==> config.mk <==
export PLATFORM = sky130hd
export DESIGN_NAME = base32_stream_encoder_unit_flat
export DESIGN_NICKNAME = d
export VERILOG_FILES = /design/src/sv/b32e_pkg.sv /design/src/sv/b32e_req_if.sv /design/src/sv/b32e_rsp_if.sv /design/src/sv/b32e_pack.sv /design/src/sv/b32e_drain.sv /design/src/sv/base32_stream_encoder_unit.sv /design/src/flat_wrapper.sv
export SDC_FILE = /design/constraint.sdc
export NUM_CORES = 1
export LEC_CHECK = 0
export ABC_AREA = 1
export BUFFER_PORTS_ARGS = -buffer_cell sky130_fd_sc_hd__buf_2
export CELL_PAD_IN_SITES_DETAIL_PLACEMENT = 1
export CELL_PAD_IN_SITES_GLOBAL_PLACEMENT = 1
export CORE_ASPECT_RATIO = 0.7
export CORE_MARGIN = 2
export CORE_UTILIZATION = 40
export DETAILED_ROUTE_END_ITERATION = 12
export PLACE_DENSITY = 0.72
export SLEW_MARGIN = 20
export SYNTH_ARGS = -nofsm -noshare
export SYNTH_HDL_FRONTEND = slang
export SYNTH_SLANG_ARGS = --single-unit
==> constraint.sdc <==
create_clock -name clock -period 2.1 [get_ports clock]
set_clock_uncertainty 0.05 [all_clocks]
set_input_delay 0.315 -clock clock [delete_from_list [all_inputs] [get_ports clock]]
set_output_delay 0.315 -clock clock [all_outputs]
set_load 0.03 [all_outputs]
==> src/sv/b32e_pkg.sv <==
`timescale 1ns / 1ps
// ----------------------------------------------------------------------------
// b32e_pkg
// Shared types, constants and the symbol to ASCII mapping of the base32
// stream encoder.
// ----------------------------------------------------------------------------
package b32e_pkg;

   localparam int SYM_W   = 5;
   localparam int NUM_SYM = 3;
   localparam int CHAR_W  = 7;
   localparam int CNT_W   = 2;

   localparam logic [SYM_W-1:0]  LETTER_COUNT = 5'd26;
   localparam logic [CHAR_W-1:0] ASCII_A      = 7'h61;
   localparam logic [CHAR_W-1:0] ASCII_TWO    = 7'h32;

   // Symbols produced by one byte transfer, oldest in slot 0.
   typedef struct packed {
      logic [NUM_SYM-1:0][SYM_W-1:0] sym;
      logic [CNT_W-1:0]              count;
      logic                          last;
   } group_type;

   function automatic logic [CHAR_W-1:0] sym_to_ascii(input logic [SYM_W-1:0] v);
      logic [CHAR_W-1:0] r;
      if (v < LETTER_COUNT) begin
         r = ASCII_A + {2'b00, v};
      end else begin
         r = ASCII_TWO + {2'b00, v - LETTER_COUNT};
      end
      return r;
   endfunction

endpackage

==> src/sv/b32e_req_if.sv <==
`timescale 1ns / 1ps
// ----------------------------------------------------------------------------
// b32e_req_if
// Byte input channel: valid/ready handshake with byte and end marker.
// ----------------------------------------------------------------------------
interface b32e_req_if;
   logic       valid;
   logic       ready;
   logic [7:0] data_byte;
   logic       last_byte;

   modport source (output valid, output data_byte, output last_byte, input ready);
   modport sink   (input valid, input data_byte, input last_byte, output ready);
endinterface

==> src/sv/b32e_rsp_if.sv <==
`timescale 1ns / 1ps
// ----------------------------------------------------------------------------
// b32e_rsp_if
// Character output channel: valid/ready handshake with ASCII code and
// end marker.
// ----------------------------------------------------------------------------
interface b32e_rsp_if;
   logic                         valid;
   logic                         ready;
   logic [b32e_pkg::CHAR_W-1:0]  char_code;
   logic                         last_char;

   modport source (output valid, output char_code, output last_char, input ready);
   modport sink   (input valid, input char_code, input last_char, output ready);
endinterface

==> src/sv/b32e_pack.sv <==
`timescale 1ns / 1ps
// ----------------------------------------------------------------------------
// b32e_pack
// Splits the leftover bits plus the incoming byte into 5-bit symbols and
// keeps the leftover bit buffer between transfers.
// ----------------------------------------------------------------------------
module b32e_pack (
   input  logic                clock,
   input  logic                reset,
   input  logic                take,
   input  logic [7:0]          data_byte,
   input  logic                last_byte,
   output b32e_pkg::group_type grp
);

   logic [3:0]  leftover_bits_ff, leftover_bits_in;
   logic [2:0]  leftover_count_ff, leftover_count_in;

   logic [2:0]  cnt;
   logic [11:0] acc;
   logic [3:0]  total;
   logic        two_full;
   logic [2:0]  sh0;
   logic [1:0]  sh1;
   logic [2:0]  rem;
   logic [3:0]  rem_bits;
   logic [4:0]  pad_sym;

   always_comb begin
      cnt      = (leftover_count_ff > 3'd4) ? 3'd4 : leftover_count_ff;
      acc      = {leftover_bits_ff, data_byte};
      total    = {1'b0, cnt} + 4'd8;
      two_full = (total >= 4'd10);
      sh0      = 3'(total - 4'd5);
      sh1      = 2'(total - 4'd10);
      rem      = two_full ? 3'(total - 4'd10) : 3'(total - 4'd5);
      rem_bits = acc[3:0] & 4'((5'd1 << rem) - 5'd1);
      pad_sym  = 5'({1'b0, rem_bits} << (3'd5 - rem));

      grp.sym[0] = 5'(acc >> sh0);
      grp.sym[1] = two_full ? 5'(acc >> sh1) : pad_sym;
      grp.sym[2] = pad_sym;
      grp.last   = last_byte;
      if (last_byte && rem != 3'd0) begin
         grp.count = two_full ? 2'd3 : 2'd2;
      end else begin
         grp.count = two_full ? 2'd2 : 2'd1;
      end

      if (last_byte) begin
         leftover_bits_in  = 4'd0;
         leftover_count_in = 3'd0;
      end else begin
         leftover_bits_in  = rem_bits;
         leftover_count_in = rem;
      end
   end

   always_ff @(posedge clock) begin
      if (reset) begin
         leftover_bits_ff  <= 4'd0;
         leftover_count_ff <= 3'd0;
      end else if (take) begin
         leftover_bits_ff  <= leftover_bits_in;
         leftover_count_ff <= leftover_count_in;
      end
   end

   a_count_range: assert property (@(posedge clock) disable iff (reset)
      leftover_count_ff <= 3'd4)
      else $error("leftover count out of range");

   a_flush_clears: assert property (@(posedge clock) disable iff (reset)
      take && last_byte |=> leftover_count_ff == 3'd0 && leftover_bits_ff == 4'd0)
      else $error("buffer not cleared after last byte");

endmodule

==> src/sv/b32e_drain.sv <==
`timescale 1ns / 1ps
// ----------------------------------------------------------------------------
// b32e_drain
// Holds the symbol group of one transfer and sends its characters one per
// cycle through the output register while the receiver keeps ready high.
// ----------------------------------------------------------------------------
module b32e_drain (
   input  logic                        clock,
   input  logic                        reset,
   input  logic                        req_valid,
   output logic                        req_ready,
   input  b32e_pkg::group_type         grp_in,
   output logic                        rsp_valid,
   input  logic                        rsp_ready,
   output logic [b32e_pkg::CHAR_W-1:0] rsp_char_code,
   output logic                        rsp_last_char
);

   b32e_pkg::group_type         grp_ff;
   logic                        grp_valid_ff;
   logic [b32e_pkg::CNT_W-1:0]  idx_ff;
   logic                        out_valid_ff;
   logic [b32e_pkg::CHAR_W-1:0] out_code_ff;
   logic                        out_last_ff;

   logic out_free, move, grp_done, accept;

   assign out_free  = !out_valid_ff || rsp_ready;
   assign move      = grp_valid_ff && out_free;
   assign grp_done  = move && (idx_ff == grp_ff.count - 2'd1);
   assign req_ready = !grp_valid_ff || grp_done;
   assign accept    = req_valid && req_ready;

   always_ff @(posedge clock) begin
      if (reset) begin
         grp_valid_ff <= 1'b0;
         idx_ff       <= '0;
         out_valid_ff <= 1'b0;
      end else begin
         if (accept) begin
            grp_valid_ff <= 1'b1;
            idx_ff       <= '0;
         end else if (grp_done) begin
            grp_valid_ff <= 1'b0;
         end else if (move) begin
            idx_ff <= idx_ff + 2'd1;
         end
         if (move) begin
            out_valid_ff <= 1'b1;
         end else if (rsp_ready) begin
            out_valid_ff <= 1'b0;
         end
      end
   end

   always_ff @(posedge clock) begin
      if (accept) begin
         grp_ff <= grp_in;
      end
      if (move) begin
         out_code_ff <= b32e_pkg::sym_to_ascii(grp_ff.sym[idx_ff]);
         out_last_ff <= grp_ff.last && grp_done;
      end
   end

   assign rsp_valid     = out_valid_ff;
   assign rsp_char_code = out_code_ff;
   assign rsp_last_char = out_last_ff;

   a_idx_bound: assert property (@(posedge clock) disable iff (reset)
      grp_valid_ff |-> idx_ff < grp_ff.count)
      else $error("symbol index past group size");

   a_load_start: assert property (@(posedge clock) disable iff (reset)
      accept |=> grp_valid_ff && idx_ff == '0)
      else $error("group not loaded on transfer");

   a_last_mark: assert property (@(posedge clock) disable iff (reset)
      grp_done && grp_ff.last |=> out_valid_ff && out_last_ff)
      else $error("final character not marked");

endmodule

==> src/sv/base32_stream_encoder_unit.sv <==
`timescale 1ns / 1ps
// ----------------------------------------------------------------------------
// base32_stream_encoder_unit
// Lowercase unpadded base32 encoder, one byte per transfer in, one
// character per transfer out.
// ----------------------------------------------------------------------------
// The first character of a byte is offered once it has passed the group
// register and then the output register. A byte yields 1 to 3 characters
// (1.6 on average), sent one per cycle while the receiver keeps ready high.
// A new byte is taken in the cycle its group's last character moves out.
// Reset (synchronous, active high) clears the leftover buffer and all valids.
module base32_stream_encoder_unit (
   input  logic             clock,
   input  logic             reset,
   b32e_req_if.sink         req_chan,
   b32e_rsp_if.source       rsp_chan
);

   b32e_pkg::group_type grp;
   logic                req_ready;

   assign req_chan.ready = req_ready;

   b32e_pack u_pack (
      .clock     (clock),
      .reset     (reset),
      .take      (req_chan.valid && req_ready),
      .data_byte (req_chan.data_byte),
      .last_byte (req_chan.last_byte),
      .grp       (grp)
   );

   b32e_drain u_drain (
      .clock         (clock),
      .reset         (reset),
      .req_valid     (req_chan.valid),
      .req_ready     (req_ready),
      .grp_in        (grp),
      .rsp_valid     (rsp_chan.valid),
      .rsp_ready     (rsp_chan.ready),
      .rsp_char_code (rsp_chan.char_code),
      .rsp_last_char (rsp_chan.last_char)
   );

endmodule
==> src/flat_wrapper.sv <==
// flat-port wrapper written by rule: the top's interface ports become plain ports
module base32_stream_encoder_unit_flat 
  (clock, reset, req_chan_valid, req_chan_data_byte, req_chan_last_byte, req_chan_ready, rsp_chan_valid, rsp_chan_char_code, rsp_chan_last_char, rsp_chan_ready);
  b32e_req_if req_chan_i ();
  b32e_rsp_if rsp_chan_i ();
  input  logic clock;
  input  logic reset;
  input wire logic [$bits(req_chan_i.valid)-1:0] req_chan_valid;
  input wire logic [$bits(req_chan_i.data_byte)-1:0] req_chan_data_byte;
  input wire logic [$bits(req_chan_i.last_byte)-1:0] req_chan_last_byte;
  output wire logic [$bits(req_chan_i.ready)-1:0] req_chan_ready;
  output wire logic [$bits(rsp_chan_i.valid)-1:0] rsp_chan_valid;
  output wire logic [$bits(rsp_chan_i.char_code)-1:0] rsp_chan_char_code;
  output wire logic [$bits(rsp_chan_i.last_char)-1:0] rsp_chan_last_char;
  input wire logic [$bits(rsp_chan_i.ready)-1:0] rsp_chan_ready;
  assign req_chan_i.valid = req_chan_valid;
  assign req_chan_i.data_byte = req_chan_data_byte;
  assign req_chan_i.last_byte = req_chan_last_byte;
  assign req_chan_ready = req_chan_i.ready;
  assign rsp_chan_valid = rsp_chan_i.valid;
  assign rsp_chan_char_code = rsp_chan_i.char_code;
  assign rsp_chan_last_char = rsp_chan_i.last_char;
  assign rsp_chan_i.ready = rsp_chan_ready;
  base32_stream_encoder_unit u_core (.clock(clock), .reset(reset), .req_chan(req_chan_i), .rsp_chan(rsp_chan_i));
endmodule
After elaboration in Yosys (flattened, before gate mapping)
Cells that the tools add are included.
{ "word_totals": {"ff_bits": 37, "input_bits": 13, "output_inout_bits": 10, "word_cells": 62} }
{ "classes": {"n_addsub": 10, "magnitude_cmp": 4, "n_eq_ne": 1, "n_shift": 4, "muxes": 15, "bitwise": 2, "n_reduce_logical": 14} }
{ "op_table": {"columns": ["operator", "n"], "rows": [
  ["12-bit by 2-bit >> shifter with 5-bit output", 1],
  ["12-bit by 3-bit >> shifter with 5-bit output", 1],
  ["5-bit binary-select mux with 2-bit select", 1],
  ["5-bit two-way mux", 2],
  ["3-bit two-way mux", 3],
  ["6-bit by 5-bit adder with 7-bit output, first input constant", 1],
  ["6-bit by 6-bit adder with 7-bit output, first input constant", 1],
  ["7-bit two-way mux", 1],
  ["1-bit logical AND", 5],
  ["5-bit < comparator, second input constant", 1],
  ["1-bit two-way mux", 5],
  ["4-bit by 3-bit << shifter with 5-bit output", 1],
  ["5-bit subtractor, second input constant", 1],
  ["3-bit by 4-bit adder with 4-bit output, second input constant", 1],
  ["4-bit AND", 1],
  ["4-bit >= comparator, second input constant", 1],
  ["2-bit two-way mux", 2],
  ["4-bit two-way mux", 1],
  ["2-bit nonzero test", 2],
  ["1-bit by 3-bit << shifter with 4-bit output, first input constant", 1],
  ["4-bit by 1-bit subtractor with 4-bit output, second input constant", 1],
  ["3-bit greater-than comparator, second input constant", 1],
  ["2-bit by 3-bit < comparator with 1-bit output, second input constant", 1],
  ["3-bit nonzero test", 1],
  ["other kinds (11)", 13]
]} }

Longest topological paths before layout
{ "depth": {"ltp_word": 10, "ltp_mapped": 12, "mapped_depth_nobuf": 12} }

Cells and area by module
Synthesis repeated with hierarchy kept, for this count alone.
{ "hier_totals": {"hier_cells": 301, "area_unflattened_um2": 2431.1} }
{ "modules_own_cells": {"columns": ["module", "instances", "cells_each", "area_per_inst_um2", "seq_area_each_um2"], "rows": [
  ["b32e_drain", 1, 144, 1457.6, 860.8],
  ["b32e_pack", 1, 155, 965.9, 140.1],
  ["base32_stream_encoder_unit", 1, 2, 7.5, 0.0]
]} }

Least setup slack after synthesis
No wires, ideal clock.
{ "synth_timing": {"path_kind": "register to register", "from": "register u_core.u_drain.out_valid_ff, in the netlist u_core.u_drain.rsp_valid", "to": "register u_core.u_drain.grp_ff[0] (netlist bit) (enable)", "setup_ns": 0.373, "t_arrival_ns": 1.576, "required_ns": 1.677, "path_slack_ns": 0.101, "stages_incl_launch_ff": 8, "n_path_buf": 0, "period_less_slack_ns": 1.999, "cell_sequence": "dfxtp_1 -> nand2_1 -> nand2_1 -> inv_1 -> nand2_2 -> nand2_4 -> nand2_4 -> inv_1"} }
{ "synth_between": {"elab_chain_len": 6} }
{ "synth_lines": {"columns": ["element", "line_no", "rtl"], "rows": [
  ["start: declaration", "b32e_drain.sv:22", "logic out_valid_ff;"],
  ["start signal: assignment", "b32e_drain.sv:38", "out_valid_ff <= 1'b0;"],
  ["start signal: assignment", "b32e_drain.sv:49", "out_valid_ff <= 1'b1;"],
  ["start signal: assignment", "b32e_drain.sv:51", "out_valid_ff <= 1'b0;"],
  ["1-bit logical NOT", "b32e_drain.sv:28", "assign out_free = !out_valid_ff || rsp_ready;"],
  ["1-bit logical OR", "b32e_drain.sv:28", null],
  ["1-bit logical AND", "b32e_drain.sv:29", "assign move = grp_valid_ff && out_free;"],
  ["named net u_core.u_drain.move", "b32e_drain.sv:26", "logic out_free, move, grp_done, accept;"],
  ["1-bit logical AND", "b32e_drain.sv:30", "assign grp_done = move && (idx_ff == grp_ff.count - 2'd1);"],
  ["1-bit logical OR", "b32e_drain.sv:31", "assign req_ready = !grp_valid_ff || grp_done;"],
  ["named net req_chan_ready", "flat_wrapper.sv:11", "output wire logic [$bits(req_chan_i.ready)-1:0] req_chan_ready;"],
  ["1-bit logical AND", "b32e_drain.sv:32", "assign accept = req_valid && req_ready;"],
  ["named net u_core.u_drain.accept", "b32e_drain.sv:26", null],
  ["end signal: assignment", "b32e_drain.sv:58", "grp_ff <= grp_in;"],
  ["end: declaration", "b32e_drain.sv:19", "b32e_pkg::group_type grp_ff;"]
]} }
The timed path passes the listed nets, and every way through them passes these cells.
A chain may end at the register's enable or synchronous reset.

Final worst setup path
{ "layout_timing": {"from": "register u_core.u_drain.idx_ff[1] (netlist bit)", "to": "register u_core.u_drain.out_code_ff, in the netlist u_core.u_drain.rsp_char_code[2], data pin"} }
{ "layout_between": {"elab_chain_len": 5, "word_cells_on_any_way": 7, "classes_between": "add/sub: 3; order compare: 1; mux: 3"} }
{ "layout_lines": {"columns": ["element", "line_no", "rtl"], "rows": [
  ["start: declaration", "b32e_drain.sv:21", "logic [b32e_pkg::CNT_W-1:0] idx_ff;"],
  ["start signal: assignment", "b32e_drain.sv:46", "idx_ff <= idx_ff + 2'd1;"],
  ["5-bit binary-select mux with 2-bit select *", "b32e_drain.sv:61", "out_code_ff <= b32e_pkg::sym_to_ascii(grp_ff.sym[idx_ff]);"],
  ["5-bit two-way mux (not written as such) *", "b32e_drain.sv:61", null],
  ["5-bit subtractor", "b32e_pkg.sv:30", "r = ASCII_TWO + {2'b00, v - LETTER_COUNT};"],
  ["6-bit by 5-bit adder with 7-bit output", "b32e_pkg.sv:30", null],
  ["7-bit two-way mux *", "b32e_pkg.sv:27", "if (v < LETTER_COUNT) begin"],
  ["end signal: assignment", "b32e_drain.sv:61", null],
  ["end: declaration", "b32e_drain.sv:23", "logic [b32e_pkg::CHAR_W-1:0] out_code_ff;"]
]} }
Mark *: on every way between the ends. The rest lies on a longest branch, timed or not. The select of a mux whose other input is x is not followed.

==> run summary <==
Crit-path cells - inv_1 -> nand3_1 -> o21ai_1 -> ha_1 -> inv_1 -> nor2_2 -> inv_2 -> nand2_1 -> xnor2_1 -> inv_1
Ratio of cells with drive above 1 in the final layout - 23.68%
P_leak - 1.157 nW
CP Launch Type - flip-flop
EDFF count, synth - 26
CTS buffer count - 5
Hold slack final - 0.1807 ns
Clock Path Buffers - 2
Mean number of vias per cell - 4.904
Placer congestion estimate - 0.8416
Period utilization - 90.91%
Synth top cells by count - nand2_1, inv_1, edfxtp_1, nor2_1, nand3_1
First-pass GRT wire length - 8887 microns
CP Data Required Time - 2.10 ns
# rows - 22
Status - complete, no violations
Die Wd - 92.58 microns
CTS clk-pin slew, worst paths - 0.07 ns
Peak supply drop - 0.0003553 V
Synth Instances - 273
Post-DRT Antenna Nets - 0
RSZ-0062 raised after global routing - false
Hold buffers post-CTS - 0
Overflow after GRT - 0
Synth Flop Type - edfxtp_1
Vias in the first global route - 1,815
CTS tree - done
Fraction of registers with async set or reset after synthesis - 0%
Chip height - 66.01 microns
Sequential area share after synthesis - 45.56%
Setup-failing EPs final - 0
Via count - 1,844
# nets final - 320
Most frequent cell after synthesis - nand2_1
Post-CTS setup buffer count - 0
DRT iter0 DRCs - 88
Routed Wire Length - 5294 microns
CTS Root Cell - clkbuf_8
Wire length per cell - 14.08 microns
Period minus WS final - 1.909 ns
Max incr delay on CP - 0.37 ns
Crit-path slowest cell - dfxtp_1
Crit path kind - reg -> reg
Syn-to-layout area delta - 14.58%
Placed instance area - 0.002417 sq mm
Final hold violation count - 0
Crit-path most repeated cell - inv_1
Setup_tns - 0 ns
DP HPWL - 4320 microns
Pin count of the biggest net entering global routing - 18
Design area - 0.002517 sq mm
CTS sink count - 37
Fmax - 523.8 MHz
Skew-Pair Late Insertion Delay - 0.29 ns
Core area - 0.005258 sq mm
Arrival @ worst endpoint - 1.91 ns
Initial Util - 41.79%
Max-cap viol count - 0
Initial antenna violation count - 0
Cell accounting for the most synthesized area - edfxtp_1
Post-Syn Area - 0.002197 sq mm
H-tree levels - 2
Area share of the largest cell type after synthesis - 35.54%
# diodes - 0
Max-slew violations - 0
Yosys warnings - 0
Worst-path fanout max - 7
Syn avg cell area - 8.048 sq um
Mapped Nets - 290
PwrDens - 779.5 mW/mm^2
CP endpoint kind - flip-flop
FF+latch count, synth - 37
GRT Total Usage - 19.07%
Die ar. - 0.006111 sq mm
Top cells by area, synth - edfxtp_1, nand2_1, dfxtp_1
Ports - 23
Residual DRC - 0
DRT Pass-1 Iters - 4
Port Buffer Count - 22
Yosys cell types - 35
Hold Crit Class - in -> reg
## where the power goes
| group | leakage, nW | total [W] | switching, W | internal (W) |
|---|---|---|---|---|
| registers | 0.337 | 0.000909 | 0.0000310 | 0.000878 |
| logic | 0.771 | 0.000539 | 0.000358 | 0.000181 |
| clock network | 0.0486 | 0.000514 | 0.000254 | 0.000260 |
## placed cells by master, fill, tap and decap left out, types with 2 or more instances in the layout
| cell type | synthesis | final |
|---|---|---|
| a21oi_1 | 13 | 13 |
| a21oi_2 | 2 | 2 |
| buf_2 | 0 | 22 |
| buf_4 | 1 | 3 |
| clkbuf_8 | 0 | 6 |
| clkinv_1 | 1 | 2 |
| dfxtp_1 | 11 | 10 |
| edfxtp_1 | 26 | 26 |
| ha_1 | 4 | 4 |
| inv_1 | 35 | 34 |
| inv_2 | 5 | 5 |
| inv_4 | 2 | 3 |
| nand2_1 | 76 | 76 |
| nand2_2 | 10 | 10 |
| nand2_4 | 3 | 3 |
| nand3_1 | 17 | 17 |
| nand4_1 | 8 | 8 |
| nor2_1 | 19 | 17 |
| nor2_2 | 2 | 4 |
| o21ai_0 | 10 | 10 |
| o21ai_1 | 4 | 4 |
| o21ai_2 | 5 | 5 |
| o22ai_1 | 3 | 3 |
| xnor2_1 | 3 | 3 |
## metrics by stage
step	worst slack [ns]	utilization, %	cells	power, W
after floorplan	0.1009	-	273	0.001303
after global placement	0.08982	45.98	368	0.001452
after detailed placement	0.01558	45.98	368	0.001462
after CTS	0.003412	47.72	376	0.001974
after global routing	0.009971	47.88	376	0.002079
final	0.1910	47.88	376	0.001962
## worst paths after layout
kind	cells after the start	slack (ns)	endpoint	start
max	10	0.19	u_core.u_drain.rsp_char_code[2]	u_core.u_drain.idx_ff[1]
max reg2reg	10	0.19	u_core.u_drain.rsp_char_code[2]	u_core.u_drain.idx_ff[1]
min	2	0.18	u_core.u_drain.grp_valid_ff	reset
min reg2reg	2	0.43	u_core.u_pack.leftover_bits_ff[1]	u_core.u_pack.leftover_bits_ff[1]
## repair_timing
item                                    CTS  global route
endpoints found under the setup margin    0             8
resized for setup                         0             5
endpoints found under the hold margin     0             0
## layout make-up
type | count | area (sq um)
well taps | 72 | 90.09
clock buffers | 6 | 82.58
fillers | 675 | 2740
inverters | 43 | 168.9
clock inverters | 2 | 8.758
multi-input cells | 190 | 1012
repair buffers | 26 | 152.6
flip-flops and latches | 37 | 1002
## cells by family (layout without fill, tap and decap cells)
logic type | Yosys count | after routing | synth area share, %
AO/OA/AOI/OAI | 43 | 43 | 12.76
XOR/XNOR | 4 | 4 | 1.595
adder cells (fa/ha/maj) | 4 | 4 | 2.278
buffers and inverters | 46 | 77 | 8.599
flip-flops | 37 | 37 | 45.56
other | 1 | 1 | 0.1707
AND/OR/NAND/NOR | 138 | 138 | 29.04
## registers in the layout (all words and copies together), names as in the netlist
name / flops
u_core.u_drain.grp_ff: 18
u_core.u_drain.rsp_last_char: 1
u_core.u_drain.rsp_char_code: 7
u_core.u_drain.idx_ff: 2
u_core.u_pack.leftover_bits_ff: 4
u_core.u_pack.leftover_count_ff: 3
u_core.u_drain.rsp_valid: 1
u_core.u_drain.grp_valid_ff: 1
## worst max-delay path, delay by kind of cell, from the launching register on
kind / cells / cell delay [ns]
flops: 1 / 0.37
buf+inv: 4 / 0.44
xor+xnor: 1 / 0.11
simple gates: 3 / 0.37
fa+ha+maj: 1 / 0.18
compound gates: 1 / 0.15
## layer usage
| metal | up-vias | GRT usage (%) | share of wire [%] |
|---|---|---|---|
| li1 | 958 | - | - |
| met1 | 859 | 28.37 | 56 |
| met2 | 25 | 28.47 | 41 |
| met3 | 2 | 3.877 | 3.1 |
| met4 | 0 | 4.478 | 0.51 |
| met5 | - | 0 | 0 |
Note: power is estimated with default switching activity, not from simulation.
